<file path="config.mk">
export PLATFORM = sky130hd
export DESIGN_NAME = hpt_dot
export DESIGN_NICKNAME = d
export VERILOG_FILES = /design/src/hdl/hpt_pkg.sv /design/src/hdl/hpt_dot.sv
export SDC_FILE = /design/constraint.sdc
export NUM_CORES = 2
export LEC_CHECK = 0
export BUFFER_PORTS_ARGS = -buffer_cell sky130_fd_sc_hd__buf_2
export CORE_ASPECT_RATIO = 1.5
export CORE_UTILIZATION = 54
export CTS_CLUSTER_DIAMETER = 30
export CTS_CLUSTER_SIZE = 30
export DETAILED_ROUTE_END_ITERATION = 12
export MAX_ROUTING_LAYER = met4
export PLACE_DENSITY = 0.71
export SLEW_MARGIN = 15
export SYNTH_ARGS = -nofsm -noshare
export SYNTH_HDL_FRONTEND = slang
export SYNTH_SLANG_ARGS = --single-unit
export TNS_END_PERCENT = 1
</file>
<file path="constraint.sdc">
create_clock -name clk_i -period 15.19 [get_ports clk_i]
set_input_delay 2.2785 -clock clk_i [delete_from_list [all_inputs] [get_ports clk_i]]
set_output_delay 2.2785 -clock clk_i [all_outputs]
set_load 0.05 [all_outputs]
</file>
<file path="src/hdl/hpt_pkg.sv">
// Shared types and constants for the homogeneous point transform.
// No dependencies; every other file of the block uses this package.
`timescale 1ns / 1ps

package hpt_pkg;

  // Coordinate format: signed, half of the bits are fraction
  localparam int unsigned CoordWidth  = 32;
  localparam int unsigned FracBits    = CoordWidth / 2;
  // Default coefficient width (signed, four integer bits)
  localparam int unsigned CoefWidthDef = 16;
  // Dot product accumulator, wraps in two's complement
  localparam int unsigned AccWidth    = 64;
  // Matrix rows: four 16-bit slots per 64-bit register
  localparam int unsigned RowWidth    = 64;
  localparam int unsigned SlotWidth   = 16;
  localparam int unsigned NumRows     = 4;
  localparam int unsigned AddrWidth   = 5;

  typedef enum logic [1:0] {
    RegRow0 = 2'd0,
    RegRow1 = 2'd1,
    RegRow2 = 2'd2,
    RegRow3 = 2'd3
  } reg_idx_e;

  typedef logic signed [CoordWidth-1:0] coord_t;
  typedef logic [RowWidth-1:0]          row_t;
  typedef logic [AccWidth-1:0]          acc_t;

  typedef struct packed {
    coord_t in_x;
    coord_t in_y;
    coord_t in_z;
  } in_item_t;

  typedef struct packed {
    coord_t out_x;
    coord_t out_y;
    coord_t out_z;
    logic   w_zero;
    logic   clipped;
  } out_item_t;

endpackage

</file>
<file path="src/hdl/hpt_dot.sv">
// One matrix row dotted with (x, y, z, 1): a multiply stage and a sum stage.
// Depends on hpt_pkg for the item type and widths.
`timescale 1ns / 1ps

module hpt_dot #(
  parameter int unsigned CoefWidth = hpt_pkg::CoefWidthDef
) (
  input  logic             clk_i,
  input  logic             en_i,
  input  hpt_pkg::row_t    row_i,
  input  hpt_pkg::in_item_t pt_i,
  output hpt_pkg::acc_t    acc_o
);

  localparam int unsigned CW = hpt_pkg::CoordWidth;
  localparam int unsigned PW = CW + CoefWidth;
  localparam int unsigned AW = hpt_pkg::AccWidth;

  logic signed [CoefWidth-1:0] coef [hpt_pkg::NumRows];
  hpt_pkg::coord_t             crd  [3];
  logic signed [PW-1:0]        prod_d [3];
  logic signed [PW-1:0]        prod_q [3];
  logic signed [AW-1:0]        wterm_d, wterm_q;
  logic signed [AW-1:0]        acc_d, acc_q;

  // Split the row into signed coefficients and form the products
  always_comb begin
    for (int j = 0; j < hpt_pkg::NumRows; j++) begin
      coef[j] = row_i[j*hpt_pkg::SlotWidth +: CoefWidth];
    end
    crd[0] = pt_i.in_x;
    crd[1] = pt_i.in_y;
    crd[2] = pt_i.in_z;
    for (int j = 0; j < 3; j++) begin
      prod_d[j] = coef[j] * crd[j];
    end
    // w = 1 in coordinate format: the last coefficient shifted up
    wterm_d = AW'(coef[3]) <<< hpt_pkg::FracBits;
  end

  // Sum the four terms, sign-extended, wrapping at the accumulator width
  assign acc_d = AW'(prod_q[0]) + AW'(prod_q[1]) + AW'(prod_q[2]) + wterm_q;

  always_ff @(posedge clk_i) begin
    if (en_i) begin
      prod_q  <= prod_d;
      wterm_q <= wterm_d;
      acc_q   <= acc_d;
    end
  end

  assign acc_o = acc_q;

endmodule

</file>
==> summary.md <==
| Metric | Value |
|---|---|
| Critical path peak fanout | 32 |
| Row cnt | ~150 |
| CP required | between 15000 and 20000 ps |
| Pre-CTS setup slack | about 5700 ps |
| IO Pins | roughly 230 |
| Slowest Stage Delay on Critical Path | 970 ps |
| Vias in the first global route | a little over 50000 |
| Ys Warns | 0 |
| CTS sink count | between 200 and 250 |
| Final min period | just over 9000 ps |
| CP delay by family, top | adder cells |
| Wirelength per Cell | roughly 20 µm |
| Critical path origin | row_i[23] |
| # H-tree levels | 2 |
| Die width | around 280 µm |
| Clk Latency, worst-skew pair | between 500 and 600 ps |
| Post-synth EDFFs | between 200 and 250 |
| Resize count post-CTS | 0 |
| First-pass GRT wire length | between 200000 and 300000 µm |
| Vias per inst | 5.50 |
| IO Port Bufs | ~230 |
| Crit-path slowest cell | o311ai_0 |
| Slew Limit Fails | 0 |
| Setup ws final | between 6000 and 7000 ps |
| FF-to-FF setup slack | just under 10000 ps |
| Postcts setup bufs | 0 |
| DRT Pass-1 Iters | 7 |
| Unrepaired setup endpoints after global routing | no |
| Initial DRC count | between 2000 and 3000 |
| Clock Pin Slew Worst Setup and Hold Paths | about 50 ps |
| Clk_skew | 22.5 ps |
| Total Wirelength | 168000 µm |
| Syn Area/Cell | roughly 9.5 µm² |
| R2r endpoint | acc_o[46] |
| Core area | about 120000 µm² |
| Setup-failing EPs final | 0 |
| P&R area growth vs syn | 5.42% |
| Crit end category | register |
| Ys flop type | edfxtp_1 |
| Setup TNS Final | 0 ps |
| Final Hold Viols | 0 |
| Max Cap Viol | 0 |
| Critical path arrival | between 9000 and 10000 ps |
| Layout cells sized above 1 | under 10% |
| GRT overflow | 0 |
| Die area | around 120000 µm² |
| CTS max path bufs | 3 |
| Commonest non-fill, non-tap cells in the layout | inv_1, fa_1, nand2_1 |
| Cells after Synth | around 6700 |
| Vias | roughly 46000 |
| Post-CTS Hold Fix Bufs | 0 |
| Initial antenna violation count | 19 |
| Worst setup path class | input pin to register |
| Status | finished clean |
| Worst setup SP type | input pin |
| Largest net degree at the start of global routing | 83 |
| Hold Path Stages | 2 |
| Placer Congestion | about 0.93 |
| Synthesized area | around 64000 µm² |
| Fin nets | between 8000 and 9000 |
| Reg2reg path depth | 13 |
| CTS tree | built |
| Tightest Pin Transition | ~1100 ps |
| Hold WC Path Type | register to register |
| Number of synthesized register bits | ~210 |
| Most common cell after layout, fill and taps aside | inv_1 |
| CP Depth | 22 |
| Starting Density | between 50% and 60% |
| ANT nets after route | 0 |
| Most frequent CP cell | fa_1 |
| Sequential area share after synthesis | under 10% |
| RR Startpoint | prod_q[2] |
| Crit share post-route | 60.4% |
| Asr flop ratio synth | 0% |
| Total CTS buffers | ~40 |
| Worst path bufs/invs | 5 |
| DR DRC count | 0 |
| CTS root buffer | clkbuf_16 |
| Unique masters post-synth | 76 |
| Worst slew margin | 23.5% |
| FMAX | between 100 and 150 MHz |
| Dpl hpwl | between 100000 and 150000 µm |
| Die Ht | around 420 µm |
| Critical Path End | prod_q[88] |
| Gr usage total | 30.6% |
| Worst-path cell chain | buf_2 -> nand2_1 -> fa_1 -> inv_1 -> fa_1 -> fa_1 -> fa_1 -> fa_1 -> inv_1 -> fa_1 -> inv_1 -> ha_1 -> and4_1 -> and2_1 -> a32oi_1 -> a21o_1 -> a31oi_1 -> nor3_1 -> nor2_1 -> nor2_1 -> o311ai_0 -> buf_4 |
| Syn_nets | approximately 8800 |
## state kept, by name, indices dropped and copies added, names as in the netlist
register  flops
wterm_q      16
prod_q      144
acc_o        51
## metrics by stage
stage               hold slack, ps  std cells  util [%]  cell area, µm²
floorplan                      680       6699         -           63800
global placement               728       8222      56.2           65900
detailed placement             736       8222      56.2           65900
CTS                            758       8295      57.3           67300
global route                   785       8306      57.3           67300
finish                         742       8307      57.3           67300
## how the worst min path moves through the flow
stage	slack (ps)	startpoint	end
6_report	740	prod_q[49]	acc_o[1]
3_5_place_dp	740	prod_q[1]	acc_o[1]
4_1_cts	760	prod_q[1]	acc_o[1]
3_3_place_gp	730	prod_q[49]	acc_o[1]
2_1_floorplan	680	prod_q[97]	acc_o[1]
5_1_grt	790	prod_q[49]	acc_o[1]
## kinds of logic (layout without fill, tap and decap cells)
group | after synthesis | in the layout | share of synthesized area, %
AOI/OAI and AO/OA | 529 | 529 | 5.52
xor gates and xnor gates | 191 | 191 | 2.62
adders and majority gates | 1945 | 1945 | 56.2
buffers and inverters | 1953 | 1989 | 11.6
DFF | 211 | 211 | 9.93
muxes | 2 | 2 | 0.0314
other | 0 | 12 | 0
and+or+nand+nor | 1868 | 1868 | 14.1
## cell usage after synthesis (all sizes together), types with 22 or more instances
master	number	area, µm²
a21o	113	851
edfxtp	211	6340
ha	405	5070
xor2	51	447
clkbuf	250	940
a211oi	24	185
nor2	160	601
o21a	22	165
inv	1685	6320
nand3	27	135
o21ai	87	439
fa	1540	30800
nand2	911	3420
xnor2	140	1230
and2	625	3910
nand4	25	156
nand2b	34	213
o21bai	28	210
a21oi	155	776
## metal layers
metal  track usage (%)  vias up  wire length [µm]
li1                  -    19700                 -
met1              33.2    23600             57500
met2              52.8     1733             88300
met3              3.66      612              9680
met4              19.0        0             12400
met5                 -        -                 0
## final cells by class
cell class / count / area (µm²)
flip-flops and latches: 211 / 6340
inverters: 1685 / 6320
fillers: 10300 / 50100
multi-input cells: 4535 / 50100
clock inverters: 31 / 324
repair buffers: 231 / 1180
well taps: 1560 / 1950
clock buffers: 42 / 1030
diodes: 12 / 30.0
## tightest hold or removal path, cell delays in order, from the launching register on
cell	delay, ps
edfxtp_1	350
fa_1	170
ha_1	120
Power is left out: the tool's default activity adds up to more than one toggle a clock period on the data nets, which glitch-free logic cannot reach.
